===== config.mk =====
export PLATFORM = sky130hd
export DESIGN_NAME = xor_checksum_link_monitor_core
export DESIGN_NICKNAME = d
export VERILOG_FILES = /design/src/design/xclm_pkg.sv /design/src/design/xor_checksum_link_monitor_core.sv /design/src/design/xclm_front.sv /design/src/design/xclm_queue.sv /design/src/design/xclm_back.sv
export SDC_FILE = /design/constraint.sdc
export NUM_CORES = 1
export LEC_CHECK = 0
export BUFFER_PORTS_ARGS = -buffer_cell sky130_fd_sc_hd__buf_2
export CAP_MARGIN = 20
export CORE_MARGIN = 1
export CORE_UTILIZATION = 30
export DETAILED_ROUTE_END_ITERATION = 10
export MAX_ROUTING_LAYER = met4
export PLACE_DENSITY = 0.52
export SLEW_MARGIN = 25
export SYNTH_ARGS = -nofsm -noshare
export SYNTH_HDL_FRONTEND = slang
export SYNTH_SLANG_ARGS = --single-unit
export TNS_END_PERCENT = 10

===== constraint.sdc =====
create_clock -name clk -period 19.9 [get_ports clk]
set_input_delay 1.99 -clock clk [delete_from_list [all_inputs] [get_ports clk]]
set_output_delay 1.99 -clock clk [all_outputs]
set_load 0.1 [all_outputs]

===== src/design/xclm_pkg.sv =====
// ----------------------------------------------------------------------------
// XOR checksum link monitor package
// Shared constants, command types and helper functions.
// ----------------------------------------------------------------------------
package xclm_pkg;

  // Block dimensions.
  localparam int WINDOW_LEN  = 10;
  localparam int NUM_BOARDS  = 2;
  localparam int BOARD_W     = 1;
  localparam int WORD_W      = 32;
  localparam int COUNT_W     = 4;
  localparam int THRESH_W    = 4;
  localparam int QUEUE_DEPTH = 2;

  localparam logic [WORD_W-1:0]   CHECKSUM_OFFSET = 32'h0000_00AA;
  localparam logic [THRESH_W-1:0] THRESHOLD_RESET = 4'd5;
  localparam logic [COUNT_W-1:0]  COUNT_MAX       = 4'd15;

  // Request codes carried on the input transfer.
  localparam logic [1:0] REQ_TX_WORD  = 2'd0;
  localparam logic [1:0] REQ_RX_WORD  = 2'd1;
  localparam logic [1:0] REQ_CHECKSUM = 2'd2;

  // Result kinds.
  localparam logic RESULT_TX_CHECKSUM = 1'b0;
  localparam logic RESULT_RX_CHECK    = 1'b1;

  typedef logic [WINDOW_LEN-1:0] window_t;
  typedef logic [BOARD_W-1:0]    board_t;
  typedef logic [WORD_W-1:0]     word_t;

  // Operations that the front end hands to the back end.
  typedef enum logic [1:0] {
    OP_TX_ACC,
    OP_TX_EMIT,
    OP_RX_ACC,
    OP_CHECK
  } op_t;

  typedef struct packed {
    op_t    op;
    board_t board;
    word_t  word;
    logic   tend;
  } cmd_t;

  // Number of errored transfers held in the window.
  function automatic int win_count(window_t w);
    int n;
    n = 0;
    for (int i = 0; i < WINDOW_LEN; i++) begin
      n = n + int'(w[i]);
    end
    return n;
  endfunction

  // Error count as reported, saturated to the field width.
  function automatic logic [COUNT_W-1:0] count_field(int n);
    logic [COUNT_W-1:0] c;
    if (n > int'(COUNT_MAX)) begin
      c = COUNT_MAX;
    end else begin
      c = COUNT_W'(n);
    end
    return c;
  endfunction

endpackage


===== src/design/xor_checksum_link_monitor_core.sv =====
// ----------------------------------------------------------------------------
// XOR checksum link monitor core
// An accepted transfer is held in the command queue and its result in the output
// register, so out_tvalid is registered behind both.
// Throughput: one input transfer per cycle while the queue has room, limited by the
// one-command-per-cycle back end and the two-entry command queue.
// Reset (rst_n low, synchronous) empties the queue and output register, clears
// the accumulators, error window and stop latch, and sets the threshold to 5.
// ----------------------------------------------------------------------------
module xor_checksum_link_monitor_core (
  input  logic        clk,
  input  logic        rst_n,
  input  logic        cfg_wr_en,
  input  logic [3:0]  cfg_wr_data,   // trip_threshold
  input  logic        in_tvalid,
  output logic        in_tready,
  input  logic [39:0] in_tdata,      // data_word [31:0], transfer_end [32], zero fill
  input  logic [2:0]  in_tuser,      // req_type [1:0], board [2]
  input  logic        in_tlast,      // payload_last
  output logic        out_tvalid,
  input  logic        out_tready,
  output logic [39:0] out_tdata,     // checksum_value [31:0], frame_ok [32],
                                     // window_errors [36:33], link_stopped [37], zero fill
  output logic [0:0]  out_tuser      // result_kind
);

  logic           q_full;
  logic           q_push;
  logic           q_pop;
  logic           q_valid;
  xclm_pkg::cmd_t push_cmd;
  xclm_pkg::cmd_t head_cmd;

  // Request decode.
  xclm_front u_front (
    .in_tvalid (in_tvalid),
    .in_tready (in_tready),
    .in_tdata  (in_tdata),
    .in_tuser  (in_tuser),
    .in_tlast  (in_tlast),
    .q_full    (q_full),
    .q_push    (q_push),
    .q_cmd     (push_cmd)
  );

  // Command queue.
  xclm_queue u_queue (
    .clk      (clk),
    .rst_n    (rst_n),
    .push     (q_push),
    .push_cmd (push_cmd),
    .full     (q_full),
    .pop      (q_pop),
    .q_valid  (q_valid),
    .q_cmd    (head_cmd)
  );

  // Checksum and link state execution.
  xclm_back u_back (
    .clk         (clk),
    .rst_n       (rst_n),
    .cfg_wr_en   (cfg_wr_en),
    .cfg_wr_data (cfg_wr_data),
    .q_valid     (q_valid),
    .q_cmd       (head_cmd),
    .q_pop       (q_pop),
    .out_tvalid  (out_tvalid),
    .out_tready  (out_tready),
    .out_tdata   (out_tdata),
    .out_tuser   (out_tuser)
  );

endmodule


===== src/design/xclm_front.sv =====
// ----------------------------------------------------------------------------
// XOR checksum link monitor front end
// Decodes each input transfer into a back-end command and drops requests
// that can never have an effect.
// ----------------------------------------------------------------------------
module xclm_front (
  input  logic              in_tvalid,
  output logic              in_tready,
  input  logic [39:0]       in_tdata,   // data_word [31:0], transfer_end [32], zero fill
  input  logic [2:0]        in_tuser,   // req_type [1:0], board [2]
  input  logic              in_tlast,   // payload_last
  input  logic              q_full,
  output logic              q_push,
  output xclm_pkg::cmd_t    q_cmd
);

  logic [1:0]       req_type;
  xclm_pkg::board_t board;
  logic             known;

  assign req_type = in_tuser[1:0];
  assign board    = in_tuser[2];

  // Accept whenever the queue has room; dropped requests still complete.
  assign in_tready = !q_full;

  // Classify the request.
  always_comb begin
    known          = 1'b1;
    q_cmd.op       = xclm_pkg::OP_TX_ACC;
    q_cmd.board    = board;
    q_cmd.word     = in_tdata[31:0];
    q_cmd.tend     = in_tdata[32];
    case (req_type)
      xclm_pkg::REQ_TX_WORD: begin
        q_cmd.op = in_tlast ? xclm_pkg::OP_TX_EMIT : xclm_pkg::OP_TX_ACC;
      end
      xclm_pkg::REQ_RX_WORD: begin
        q_cmd.op = xclm_pkg::OP_RX_ACC;
      end
      xclm_pkg::REQ_CHECKSUM: begin
        q_cmd.op = xclm_pkg::OP_CHECK;
      end
      default: begin
        known = 1'b0;
      end
    endcase
    if (int'(board) >= xclm_pkg::NUM_BOARDS) begin
      known = 1'b0;
    end
  end

  assign q_push = in_tvalid && in_tready && known;

endmodule


===== src/design/xclm_queue.sv =====
// ----------------------------------------------------------------------------
// XOR checksum link monitor command queue
// Small FIFO between front and back end so each side can stall on its own.
// ----------------------------------------------------------------------------
module xclm_queue (
  input  logic           clk,
  input  logic           rst_n,
  input  logic           push,
  input  xclm_pkg::cmd_t push_cmd,
  output logic           full,
  input  logic           pop,
  output logic           q_valid,
  output xclm_pkg::cmd_t q_cmd
);

  localparam int PTR_W = (xclm_pkg::QUEUE_DEPTH > 1) ? $clog2(xclm_pkg::QUEUE_DEPTH) : 1;
  localparam int CNT_W = $clog2(xclm_pkg::QUEUE_DEPTH + 1);

  xclm_pkg::cmd_t   entry_r [xclm_pkg::QUEUE_DEPTH];
  logic [PTR_W-1:0] wr_ptr_r, wr_ptr_nxt;
  logic [PTR_W-1:0] rd_ptr_r, rd_ptr_nxt;
  logic [CNT_W-1:0] count_r, count_nxt;

  assign full    = (count_r == CNT_W'(xclm_pkg::QUEUE_DEPTH));
  assign q_valid = (count_r != '0);
  assign q_cmd   = entry_r[rd_ptr_r];

  // Pointer and fill count update.
  always_comb begin
    wr_ptr_nxt = wr_ptr_r;
    rd_ptr_nxt = rd_ptr_r;
    count_nxt  = count_r;
    if (push) begin
      wr_ptr_nxt = (int'(wr_ptr_r) == xclm_pkg::QUEUE_DEPTH - 1) ? '0 : wr_ptr_r + 1'b1;
    end
    if (pop) begin
      rd_ptr_nxt = (int'(rd_ptr_r) == xclm_pkg::QUEUE_DEPTH - 1) ? '0 : rd_ptr_r + 1'b1;
    end
    if (push && !pop) begin
      count_nxt = count_r + 1'b1;
    end else if (pop && !push) begin
      count_nxt = count_r - 1'b1;
    end
  end

  always_ff @(posedge clk) begin
    if (!rst_n) begin
      wr_ptr_r <= '0;
      rd_ptr_r <= '0;
      count_r  <= '0;
    end else begin
      wr_ptr_r <= wr_ptr_nxt;
      rd_ptr_r <= rd_ptr_nxt;
      count_r  <= count_nxt;
    end
  end

  // Entry storage needs no reset.
  always_ff @(posedge clk) begin
    if (push) begin
      entry_r[wr_ptr_r] <= push_cmd;
    end
  end

endmodule


===== src/design/xclm_back.sv =====
// ----------------------------------------------------------------------------
// XOR checksum link monitor back end
// Runs a command per cycle, unless its result must wait, on the checksum
// accumulators, error window and stop latch; registers the output result.
// ----------------------------------------------------------------------------
module xclm_back (
  input  logic                            clk,
  input  logic                            rst_n,
  input  logic                            cfg_wr_en,
  input  logic [xclm_pkg::THRESH_W-1:0]   cfg_wr_data,
  input  logic                            q_valid,
  input  xclm_pkg::cmd_t                  q_cmd,
  output logic                            q_pop,
  output logic                            out_tvalid,
  input  logic                            out_tready,
  output logic [39:0]                     out_tdata,
  output logic [0:0]                      out_tuser
);

  xclm_pkg::word_t   tx_acc_r [xclm_pkg::NUM_BOARDS];
  xclm_pkg::word_t   rx_acc_r [xclm_pkg::NUM_BOARDS];
  xclm_pkg::word_t   acc_nxt;
  logic              terr_r, terr_nxt;
  xclm_pkg::window_t win_r, win_nxt;
  logic              stop_r, stop_nxt;
  logic [xclm_pkg::THRESH_W-1:0] thresh_r;

  logic              out_valid_r;
  xclm_pkg::word_t   out_sum_r, out_sum_nxt;
  logic              out_kind_r, out_kind_nxt;
  logic              out_ok_r, out_ok_nxt;
  logic [xclm_pkg::COUNT_W-1:0] out_cnt_r, out_cnt_nxt;
  logic              out_stop_r;

  xclm_pkg::word_t   tx_mix;
  xclm_pkg::word_t   rx_sum;
  logic              chk_ok;
  logic              chk_err;
  logic              emits;
  logic              slot_free;
  int                cnt_new;

  // Datapath terms for the command at the head of the queue.
  assign tx_mix  = tx_acc_r[q_cmd.board] ^ q_cmd.word;
  assign rx_sum  = rx_acc_r[q_cmd.board] + xclm_pkg::CHECKSUM_OFFSET;
  assign chk_ok  = (rx_sum == q_cmd.word);
  assign chk_err = terr_r || !chk_ok;

  // A command is taken when it needs no result slot or the slot frees up.
  assign emits     = !stop_r && (q_cmd.op == xclm_pkg::OP_TX_EMIT ||
                                 q_cmd.op == xclm_pkg::OP_CHECK);
  assign slot_free = !out_valid_r || out_tready;
  assign q_pop     = q_valid && (!emits || slot_free);

  // Window, latch and result computation.
  always_comb begin
    acc_nxt      = '0;
    terr_nxt     = terr_r;
    win_nxt      = win_r;
    stop_nxt     = stop_r;
    cnt_new      = xclm_pkg::win_count(win_r);
    out_sum_nxt  = out_sum_r;
    out_kind_nxt = out_kind_r;
    out_ok_nxt   = out_ok_r;
    out_cnt_nxt  = out_cnt_r;
    case (q_cmd.op)
      xclm_pkg::OP_TX_ACC: begin
        acc_nxt = tx_mix;
      end
      xclm_pkg::OP_TX_EMIT: begin
        acc_nxt      = '0;
        out_sum_nxt  = tx_mix + xclm_pkg::CHECKSUM_OFFSET;
        out_kind_nxt = xclm_pkg::RESULT_TX_CHECKSUM;
        out_ok_nxt   = 1'b0;
        out_cnt_nxt  = xclm_pkg::count_field(cnt_new);
      end
      xclm_pkg::OP_RX_ACC: begin
        acc_nxt = rx_acc_r[q_cmd.board] ^ q_cmd.word;
      end
      xclm_pkg::OP_CHECK: begin
        acc_nxt  = '0;
        terr_nxt = chk_err;
        if (q_cmd.tend) begin
          win_nxt  = (win_r << 1) | xclm_pkg::WINDOW_LEN'(chk_err);
          terr_nxt = 1'b0;
          cnt_new  = xclm_pkg::win_count(win_nxt);
          if (cnt_new >= int'(thresh_r)) begin
            stop_nxt = 1'b1;
          end
        end
        out_sum_nxt  = rx_sum;
        out_kind_nxt = xclm_pkg::RESULT_RX_CHECK;
        out_ok_nxt   = chk_ok;
        out_cnt_nxt  = xclm_pkg::count_field(cnt_new);
      end
      default: begin
        acc_nxt = '0;
      end
    endcase
  end

  // Monitor state and output valid.
  always_ff @(posedge clk) begin
    if (!rst_n) begin
      for (int i = 0; i < xclm_pkg::NUM_BOARDS; i++) begin
        tx_acc_r[i] <= '0;
        rx_acc_r[i] <= '0;
      end
      terr_r      <= 1'b0;
      win_r       <= '0;
      stop_r      <= 1'b0;
      thresh_r    <= xclm_pkg::THRESHOLD_RESET;
      out_valid_r <= 1'b0;
    end else begin
      if (cfg_wr_en) begin
        thresh_r <= cfg_wr_data;
      end
      if (q_pop && !stop_r) begin
        if (q_cmd.op == xclm_pkg::OP_TX_ACC || q_cmd.op == xclm_pkg::OP_TX_EMIT) begin
          tx_acc_r[q_cmd.board] <= acc_nxt;
        end else begin
          rx_acc_r[q_cmd.board] <= acc_nxt;
        end
        terr_r <= terr_nxt;
        win_r  <= win_nxt;
        stop_r <= stop_nxt;
      end
      if (q_pop && emits) begin
        out_valid_r <= 1'b1;
      end else if (out_tready) begin
        out_valid_r <= 1'b0;
      end
    end
  end

  // Result payload register.
  always_ff @(posedge clk) begin
    if (q_pop && emits) begin
      out_sum_r  <= out_sum_nxt;
      out_kind_r <= out_kind_nxt;
      out_ok_r   <= out_ok_nxt;
      out_cnt_r  <= out_cnt_nxt;
      out_stop_r <= (q_cmd.op == xclm_pkg::OP_CHECK) ? stop_nxt : 1'b0;
    end
  end

  assign out_tvalid = out_valid_r;
  assign out_tdata  = {2'b00, out_stop_r, out_cnt_r, out_ok_r, out_sum_r};
  assign out_tuser  = out_kind_r;

endmodule


### After elaboration in Yosys (flattened, before gate mapping)

Memories as Yosys holds them, arrays and structs flattened. A register that Yosys moved wholly into a read port is not among the register bits.
Index checks and enable logic that the tools add are counted.

* $lt $le $gt $ge: 3
* equal/unequal tests: 7
* bitwise operators: 3
* reduce and logical (&&, ||, !) cells: 33
* multiplexer cells: 41
* add/sub/neg operators: 24

Operators by type and width (number)
* $add 32x2->32: 16
* $mux 32: 4
* $pmux 32 s3: 1
* $add 32x8->32 const B: 2
* $gt 32x5->1 const B: 2
* $pmux 32 s2: 1
* $reduce_or 32->1: 2
* $xor 32x32->32: 2
* $eq 32x32->1: 1
* $ge 32x5->1: 1
* $mux 1: 27
* $or 10x1->10: 1
* $eq 2x2->1 const B: 4
* $logic_and 1x1->1: 8
* $mux 4: 2
* $pmux 4 s2: 1
* $reduce_bool 2->1: 4
* $logic_not 1->1: 7
* $pmux 2 s3: 1
* $logic_or 1x1->1: 5
* $add 1x1->2: 2
* $eq 2x1->1 const B: 2
* $logic_not 2->1: 2
* $mux 2: 2
* other kinds (8): 11

* bits of input ports: 53
* output and inout port bits: 43
* memory bits (writable): 200
* memories: 3
* flip-flop bits (word level): 60

Memories
* u_queue.entry_r: depth 2, bits a word 36, rd ports 1, clocked after memory_dff 1, write ports 1, RTL line xclm_queue.sv:19 `xclm_pkg::cmd_t entry_r [xclm_pkg::QUEUE_DEPTH];`
* u_back.rx_acc_r: depth 2, bits a word 32, rd ports 1, clocked after memory_dff 0, write ports 2, RTL line xclm_back.sv:21 `xclm_pkg::word_t rx_acc_r [xclm_pkg::NUM_BOARDS];`
* u_back.tx_acc_r: depth 2, bits a word 32, rd ports 1, clocked after memory_dff 0, write ports 2, RTL line xclm_back.sv:20 `xclm_pkg::word_t tx_acc_r [xclm_pkg::NUM_BOARDS];`

### Depth between registers and ports, before layout

Gate-level depths: netlist (run 1).
An unclocked memory read counts as a cell.

* depth in word-level cells: 20
* mapped depth: 35

### Cells and area by module

From an unflattened synthesis (run 1), not the netlist that was laid out.

* cells, all modules: 1226
* area total of the unflattened synthesis: 14131.1 um2

By module, submodules not included
* xclm_back: cells each 1050, instances 1, area each 10970.5 um2
* xclm_queue: cells each 134, instances 1, area each 2827.7 um2
* xclm_front: cells each 42, instances 1, area each 332.8 um2

### Worst setup path before layout (run 1)

OpenSTA, ideal clock, no wires.

* path type: register to register
* start point: mem u_queue.entry_r[1][33] (netlist bit)
* end point: reg u_back.out_stop_r, data pin
* cell stages (with the launch flop): 35
* slack: 11873 ps
* arrival time: 7761 ps
* clock period less this slack: 8027 ps
* required time: 19634 ps
* cell sequence: edfxtp_1 > mux2_4 > buf_12 > buf_12 > buf_6 > buf_6 > buf_6 > buf_2 > clkbuf_1 > nand2_1 > nand2_1 > ha_1 > nor2_1 > mux2_2 > o211a_4 > or4_4 > o32a_1 > a22oi_2 > nand4_1 > or4_4 > ha_1 > inv_1 > fa_1 > fa_1 > fa_1 > fa_1 > fa_1 > inv_1 > ha_1 > a21o_1 > a21o_1 > a21oi_1 > nor2_1 > nor2_1 > nor2_1

RTL lines
* from (decl): RTL line xclm_queue.sv:19
* to (signal assigned): RTL line xclm_back.sv:143 `out_stop_r <= (q_cmd.op == xclm_pkg::OP_CHECK) ? stop_nxt : 1'b0;`
* to (decl): RTL line xclm_back.sv:33 `logic out_stop_r;`

==> metrics, run 1 <==
number of buffers added for setup after CTS 0; slack of the worst reg-to-reg path about 11 ns; WP data required around 20 ns; clock tree buffer depth 3; #FFs+latches synth approximately 260; WP buf/inv 3; Critical Path Max Stage Delay 0.79 ns; Die H approximately 220 microns; CTS Hold Bufs 0; # rows 80; Pwr Total 2370 uW; Worst Hold Depth 2; Die Area 49600 sq um; Slew HR 35.1%; layout cell share with drive strength beyond 1 14.5%; vias in the first global route 10400; clk_lat worst skew between 0.5 and 0.6 ns; final clock skew 0.0199 ns; die width 223 microns; antenna violations before repair 1; area of the multi-input gates between 6000 and 7000 sq um; post-DP HPWL about 28 mm; clk root buf clkbuf_16; Max Clk Rate 114 MHz; final hold vios 0; clock slew at reported path FFs 0.06 ns; nets 1462; Max Used Layer met4; cell count after synthesis 1295; CP endpoint kind flop; post-cts gate resize count 0; Reg2Reg Capture Point u_back.out_stop_r$_SDFFCE_PN0P_; gpl congestion about 0.92; cts bufs inserted 30; vias per cell approximately 5.1; Ant. Diodes 0; Port Buffer Count 86; Congestion Overflow GR 0; routed metal-1 wirelength 17.5 mm; gr usage total between 15 and 20%; Top-Level Pins between 90 and 100; setup_tns 0 ns; Synth async-reset ratio 0%; # setup viols final 0; slew at the pin with the worst max-slew slack 0.946 ns; critical path's slowest cell dfxtp_2; routed wire length 40.2 mm; first-pass GRT wire length about 62 mm; number of synthesized flops with an enable pin around 240; leading cell type in the layout, fill and taps excluded edfxtp_1; outcome finished clean; CP top delay family adder cells; WL/cell around 20 microns; YS warnings 0; H-tree depth 1; Cells after DPL 1961; Max FO, Critical Path 49; Hold Path Class flop to flop; crit path cell chain mux2_4 -> buf_4 -> mux2i_1 -> o211ai_1 -> o211ai_1 -> xor2_1 -> nor4_4 -> nand4_1 -> or4_4 -> ha_1 -> inv_1 -> fa_1 -> fa_1 -> fa_1 -> fa_1 -> fa_1 -> inv_1 -> ha_1 -> a21o_1 -> a21o_1 -> a21oi_1 -> nor2_1 -> nor2_1 -> nor2_1; largest net degree at the start of global routing 50; Synth Flop Type edfxtp_1; Setup Crit Path Kind flop to flop; Worst Path Arrival approximately 9.1 ns; VDD IR max roughly 0.000069 V; met2 wire len roughly 20 mm; worst r2r path cells 24; post-synth cell types a little over 90; Pwr Density between 100 and 150 nW/um^2; drt initial violations 760; unrepaired setup endpoints after global routing no; fin cells 2017; leakage power figure approximately 0.006 uW; wire length on met3 a little over 2 mm; TritonRoute pass-1 iters 6; worst hold endpoint u_back.terr_r$_SDFFE_PN0P_; Vias between 10000 and 15000; Area growth syn-to-layout 14.0%; commonest cells after routing, fill and taps aside edfxtp_1 (239), nor2_1 (195), nand2_1 (124); Post-Syn Area between 10000 and 15000 sq um; # clock sinks 261; DRC 0; nature of the critical path startpoint flop; Crit path top cell by count fa_1; # Max-Cap Violations 0; Mapped Avg Cell Area between 10 and 15 sq um; CTS tree done; fin crit period ~8.8 ns; core area roughly 48000 sq um; period utilization 44.1%; DRT antenna net count 0; worst hold start u_back.terr_r$_SDFFE_PN0P_; Starting Density a little under a third; sequential fraction of the synthesis area 52.2%; FF/Latch Area between 7000 and 8000 sq um; Slew Limit Fails 0; fillcell total between 4000 and 5000
## sequential cells by signal, indices dropped and copies added, names as in the netlist, named ones only
signal	flops
u_back.out_ok_r	1
u_back.out_tvalid	1
u_queue.wr_ptr_r	1
u_queue.entry_r	72
u_back.out_sum_r	32
u_back.out_tuser	1
u_back.out_cnt_r	4
u_back.out_stop_r	1
u_queue.count_r	2
u_back.win_r	10
u_back.stop_r	1
u_queue.rd_ptr_r	1
u_back.rx_acc_r	64
u_back.tx_acc_r	64
u_back.terr_r	1
u_back.thresh_r	4
## synth_stat cells (12+ instances only)
library cell	number	area, sq um
nand4_1	21	131
nor2_1	195	732
nor4_1	15	93.8
nand2_1	126	473
fa_1	12	240
clkbuf_1	34	128
mux2i_1	106	1060
edfxtp_1	239	7180
xnor2_1	91	797
dfxtp_1	22	440
nor3_1	22	110
xor2_1	49	429
ha_1	19	238
a21oi_1	38	190
nand3_1	32	160
o211ai_1	23	173
o21ai_0	27	135
inv_1	37	139
## kinds of logic (layout without fill, tap and decap cells)
| kind of cell | after synthesis | after routing | synth area share [%] |
|---|---|---|---|
| compound gates | 159 | 159 | 7.57 |
| xor+xnor | 146 | 146 | 9.34 |
| fa+ha+maj | 31 | 31 | 3.27 |
| buf+inv | 94 | 200 | 3.32 |
| flops | 261 | 261 | 52.2 |
| mux | 117 | 117 | 8.30 |
| other cells | 1 | 2 | 0.0257 |
| simple gates | 486 | 486 | 16.0 |
## worst max path at each step
stage | start | endpoint | cells past startpoint
6_report | flop | u_back.out_stop_r$_SDFFCE_PN0P_ | 24
5_1_grt | flop | u_back.out_stop_r$_SDFFCE_PN0P_ | 24
4_1_cts | flop | u_back.out_stop_r$_SDFFCE_PN0P_ | 24
3_5_place_dp | flop | u_back.out_stop_r$_SDFFCE_PN0P_ | 24
3_3_place_gp | flop | u_back.out_stop_r$_SDFFCE_PN0P_ | 24
2_1_floorplan | u_queue.entry_r[1][33]$_DFFE_PP_ | u_back.out_stop_r$_SDFFCE_PN0P_ | 34
## layout make-up
| cell class | instances | area share, % |
|---|---|---|
| clock buffer | 33 | 4.58 |
| tap | 615 | 4.62 |
| inverter | 38 | 0.857 |
| sequential | 261 | 45.8 |
| multi-input combinational | 941 | 39.3 |
| clock inverter | 23 | 1.38 |
| timing repair buffer | 106 | 3.49 |
## layer usage
metal | vias up | global-route usage [%]
met4 | 0 | 4.05
li1 | 4853 | -
met1 | 5046 | 21.0
met5 | - | -
met2 | 273 | 28.7
met3 | 59 | 2.25
## worst reg2reg max path: cells and delay by family, from the launching register on
kind / cells / cell delay (ns)
flip-flops: 1 / 0.79
AND/OR/NAND/NOR: 6 / 1.18
multiplexers: 2 / 1.31
buffers and inverters: 3 / 0.79
AO/OA/AOI/OAI: 5 / 1.33
adder cells (fa/ha/maj): 7 / 2.89
XOR/XNOR: 1 / 0.23
## power breakdown
group / internal (uW) / switching [uW] / total [uW]
clock network: 327 / 228 / 555
logic: 309 / 750 / 1060
registers: 710 / 43.8 / 754
## stage by stage
stage          hold slack, ns  area (sq um)  util, %  setup WS [ns]
5_1_grt                 0.481         16600     34.8          10.58
4_1_cts                 0.456         16600     34.8          11.14
6_report                0.453         16600     34.8          11.12
3_3_place_gp            0.443         15700     32.7          11.12
3_5_place_dp            0.446         15700     32.7          11.14
2_1_floorplan           0.423         14600        -          11.87
No activity file was read; power rests on OpenSTA's default activity.
==> run 2, diff against run 1 <==
--- a/config.mk
+++ b/config.mk
@@ -5,6 +5,7 @@
 export SDC_FILE = /design/constraint.sdc
 export NUM_CORES = 1
 export LEC_CHECK = 0
+export ABC_AREA = 1
 export BUFFER_PORTS_ARGS = -buffer_cell sky130_fd_sc_hd__buf_2
 export CAP_MARGIN = 20
 export CORE_MARGIN = 1
==> constraint.sdc (replaced) <==
create_clock -name clk -period 8.32 [get_ports clk]
set_input_delay 0.832 -clock clk [delete_from_list [all_inputs] [get_ports clk]]
set_output_delay 0.832 -clock clk [all_outputs]
set_load 0.1 [all_outputs]
==> run 2 against run 1 <==
Compared with the run above:
- global-route usage rose by 1.5 points
- first-iteration DRC count rose by 18%
- clock-buffer cell count rose by 9
==> metrics, run 2 <==
largest net degree at the start of global routing 43 (was 50); cts bufs inserted 31 (was 30); CTS tree done (unchanged); core area 48700 sq um (was 47800 sq um); Pwr Density 398 nW/um^2 (was 142 nW/um^2); cell count after synthesis 1707 (was 1295); nature of the critical path startpoint flop (unchanged); Congestion Overflow GR 0 (unchanged); WL/cell 17.8 microns (was 20.0 microns); layout cell share with drive strength beyond 1 13.8% (was 14.5%); number of synthesized flops with an enable pin 239 (unchanged); Mapped Avg Cell Area 8.67 sq um (was 11.3 sq um); final hold vios 0 (unchanged); CTS Hold Bufs 0 (unchanged); largest registers u_queue.entry_r x72, u_back.rx_acc_r x64, u_back.tx_acc_r x64 (unchanged); TritonRoute pass-1 iters 5 (was 6); nets 1882 (was 1462); sequential fraction of the synthesis area 51.5% (was 52.2%); final worst slack 0.762 ns (was 11.12 ns); WP data required 8.64 ns (was 20.21 ns); Synth Flop Type edfxtp_1 (unchanged); Die Area 50200 sq um (was 49600 sq um); Synth area leader edfxtp_1 (unchanged); worst hold start in_tdata[31] (was u_back.terr_r$_SDFFE_PN0P_); Slew Limit Fails 0 (unchanged); Max Clk Rate 132 MHz (was 114 MHz); # clock sinks 261 (unchanged); YS warnings 0 (unchanged); post-DP HPWL 32.2 mm (was 28.0 mm); gpl congestion 0.953 (was 0.919); leading cell type in the layout, fill and taps excluded nand2_1 (was edfxtp_1); period utilization 90.8% (was 44.1%); first-pass GRT wire length 67.8 mm (was 62.4 mm); Largest register FFs 72 (unchanged); Setup Crit Path Kind flop to flop (unchanged); Reg2Reg Capture Point u_back.out_stop_r$_SDFFCE_PN0P_ (unchanged); die width 224 microns (was 223 microns); Placement Cell Area 16000 sq um (was 15700 sq um); antenna violations before repair 5 (was 1); worst hold endpoint u_queue.entry_r[1][32]$_DFFE_PP_ (was u_back.terr_r$_SDFFE_PN0P_); CP endpoint kind flop (unchanged); critical path's slowest cell fa_1 (was dfxtp_2); setup_tns 0 ns (unchanged); fin area 17000 sq um (was 16600 sq um); vias in the first global route 11400 (was 10400); Vias 11700 (was 10200); Synth top cells by count nand2_1 (433), nor2_1 (245), edfxtp_1 (239) (was edfxtp_1 (239), nor2_1 (195), nand2_1 (126)); Synth area leaders edfxtp_1 (49%), nand2_1 (11%), nor2_1 (6.2%) (was edfxtp_1 (49%), mux2i_1 (7.3%), xnor2_1 (5.5%)); Hold Path Class input pin to flop (was flop to flop); Max FO, Critical Path 37 (was 49); Pwr Total 6770 uW (was 2370 uW); # setup viols final 0 (unchanged); # rows 81 (was 80); number of buffers added for setup after CTS 0 (unchanged); Critical Path Max Stage Delay 0.51 ns (was 0.79 ns); H-tree depth 1 (unchanged); clock tree buffer depth 3 (unchanged); VDD IR max 0.000185 V (was 0.0000688 V); gr usage total 18.3% (was 16.8%); DRT antenna net count 0 (unchanged); worst r2r path cells 33 (was 24); drt initial violations 897 (was 760); Placement Setup Slack 0.589 ns (was 11.14 ns); Area growth syn-to-layout 15.1% (was 14.0%); # Max-Cap Violations 0 (unchanged); clock slew at reported path FFs 0.06 ns (about the same); Synth async-reset ratio 0% (unchanged); Post-Syn Area 14800 sq um (was 14600 sq um); slack of the worst reg-to-reg path 0.76 ns (was 11.12 ns); #FFs+latches synth 261 (unchanged); outcome finished clean (unchanged); vias per cell 4.70 (was 5.07); Die H 224 microns (was 223 microns); slew at the pin with the worst max-slew slack 1.05 ns (was 0.946 ns); leakage power figure 0.00701 uW (was 0.00599 uW); fin crit period 7.56 ns (was 8.78 ns); post-synth cell types 53 (was 93); Crit path top cell by count nand2_1 (was fa_1); Port Buffer Count 86 (unchanged); clk_lat worst skew 0.59 ns (was 0.58 ns); area fraction of the dominant cell type after synthesis 48.5% (was 49.2%); largest register by flop count u_queue.entry_r (unchanged); Worst Path Arrival 7.88 ns (was 9.09 ns); clk root buf clkbuf_16 (unchanged); commonest cells after routing, fill and taps aside nand2_1 (433), nor2_1 (242), edfxtp_1 (239) (was edfxtp_1 (239), nor2_1 (195), nand2_1 (124)); routed wire length 44.3 mm (was 40.2 mm); Starting Density 30.3% (was 30.5%); unrepaired setup endpoints after global routing no (unchanged); Slew HR 29.6% (was 35.1%); DRC 0 (unchanged); Worst Hold Depth 1 (was 2); fin cells 2491 (was 2017); count leader, synth nand2_1 (was edfxtp_1); final clock skew 0.0293 ns (was 0.0199 ns); Top-Level Pins 96 (unchanged); Cells after DPL 2429 (was 1961)
run 2: cell count changes after synthesis, moves of 27 or more:
cell / delta
nand2_1: +307
inv_1: +154
nand3_1: +103
mux2i_1: -100
xnor2_1: -83
o21ai_0: +52
nor2_1: +50
o22ai_1: +34
nand2_2: +27
run 2: critical path, delay by kind of cell, from the launching register on:
kind            cells  cell delay (ns)
simple gates       17             2.47
compound gates      5             0.85
fa+ha+maj           8             3.08
flops               1             0.50
buf+inv             2             0.13
xor+xnor            1             0.23
run 2: stage by stage:
stage                     utilization (%)  hold slack (ns)
after global placement               32.7            0.461
final                                34.9            0.430
after detailed placement             32.8            0.470
after floorplan                         -            0.435
after CTS                            34.9            0.403
after global routing                 34.9            0.412
run 2: how the worst max path moves through the flow:
stage	endpoint	slack (ns)	cells past startpoint
after global placement	u_back.out_stop_r$_SDFFCE_PN0P_	0.67	33
after detailed placement	u_back.out_stop_r$_SDFFCE_PN0P_	0.59	33
after CTS	u_back.out_stop_r$_SDFFCE_PN0P_	0.56	33
final	u_back.out_stop_r$_SDFFCE_PN0P_	0.76	33
after floorplan	u_back.out_stop_r$_SDFFCE_PN0P_	2.20	35
after global routing	u_back.out_stop_r$_SDFFCE_PN0P_	0.17	33
run 2: cell type report:
class,instances,area (sq um)
Clock buffer,42,827
Multi-Input combinational cell,1197,6150
Sequential cell,261,7620
Antenna cell,4,10.0
Inverter,199,748
Tap cell,664,831
Clock inverter,16,188
Timing Repair Buffer,108,646
Fill cell,4994,31700
run 2: power by group:
part	switching (uW)	total (uW)	internal [uW]
Combinational	2760	3580	822
Sequential	69.6	1830	1760
Clock	543	1360	817
run 2: timing repair:
action / CTS / global route
endpoints found under the setup margin: 0 / 1
endpoints found under the hold margin: 0 / 0
gates resized for setup: 0 / 1
run 2: metal layers:
| layer | track usage [%] | share of wire, % |
|---|---|---|
| met1 | 25.0 | 48 |
| met2 | 28.1 | 44 |
| met3 | 2.74 | 5.5 |
| met4 | 5.44 | 2.8 |
| met5 | - | 0 |
run 2: logic make-up after synthesis:
group | synth area share (%)
compound gates | 6.61
xor+xnor | 3.89
fa+ha+maj | 3.23
buf+inv | 7.18
flops | 51.5
mux | 0.558
other cells | 0.0253
simple gates | 27.0
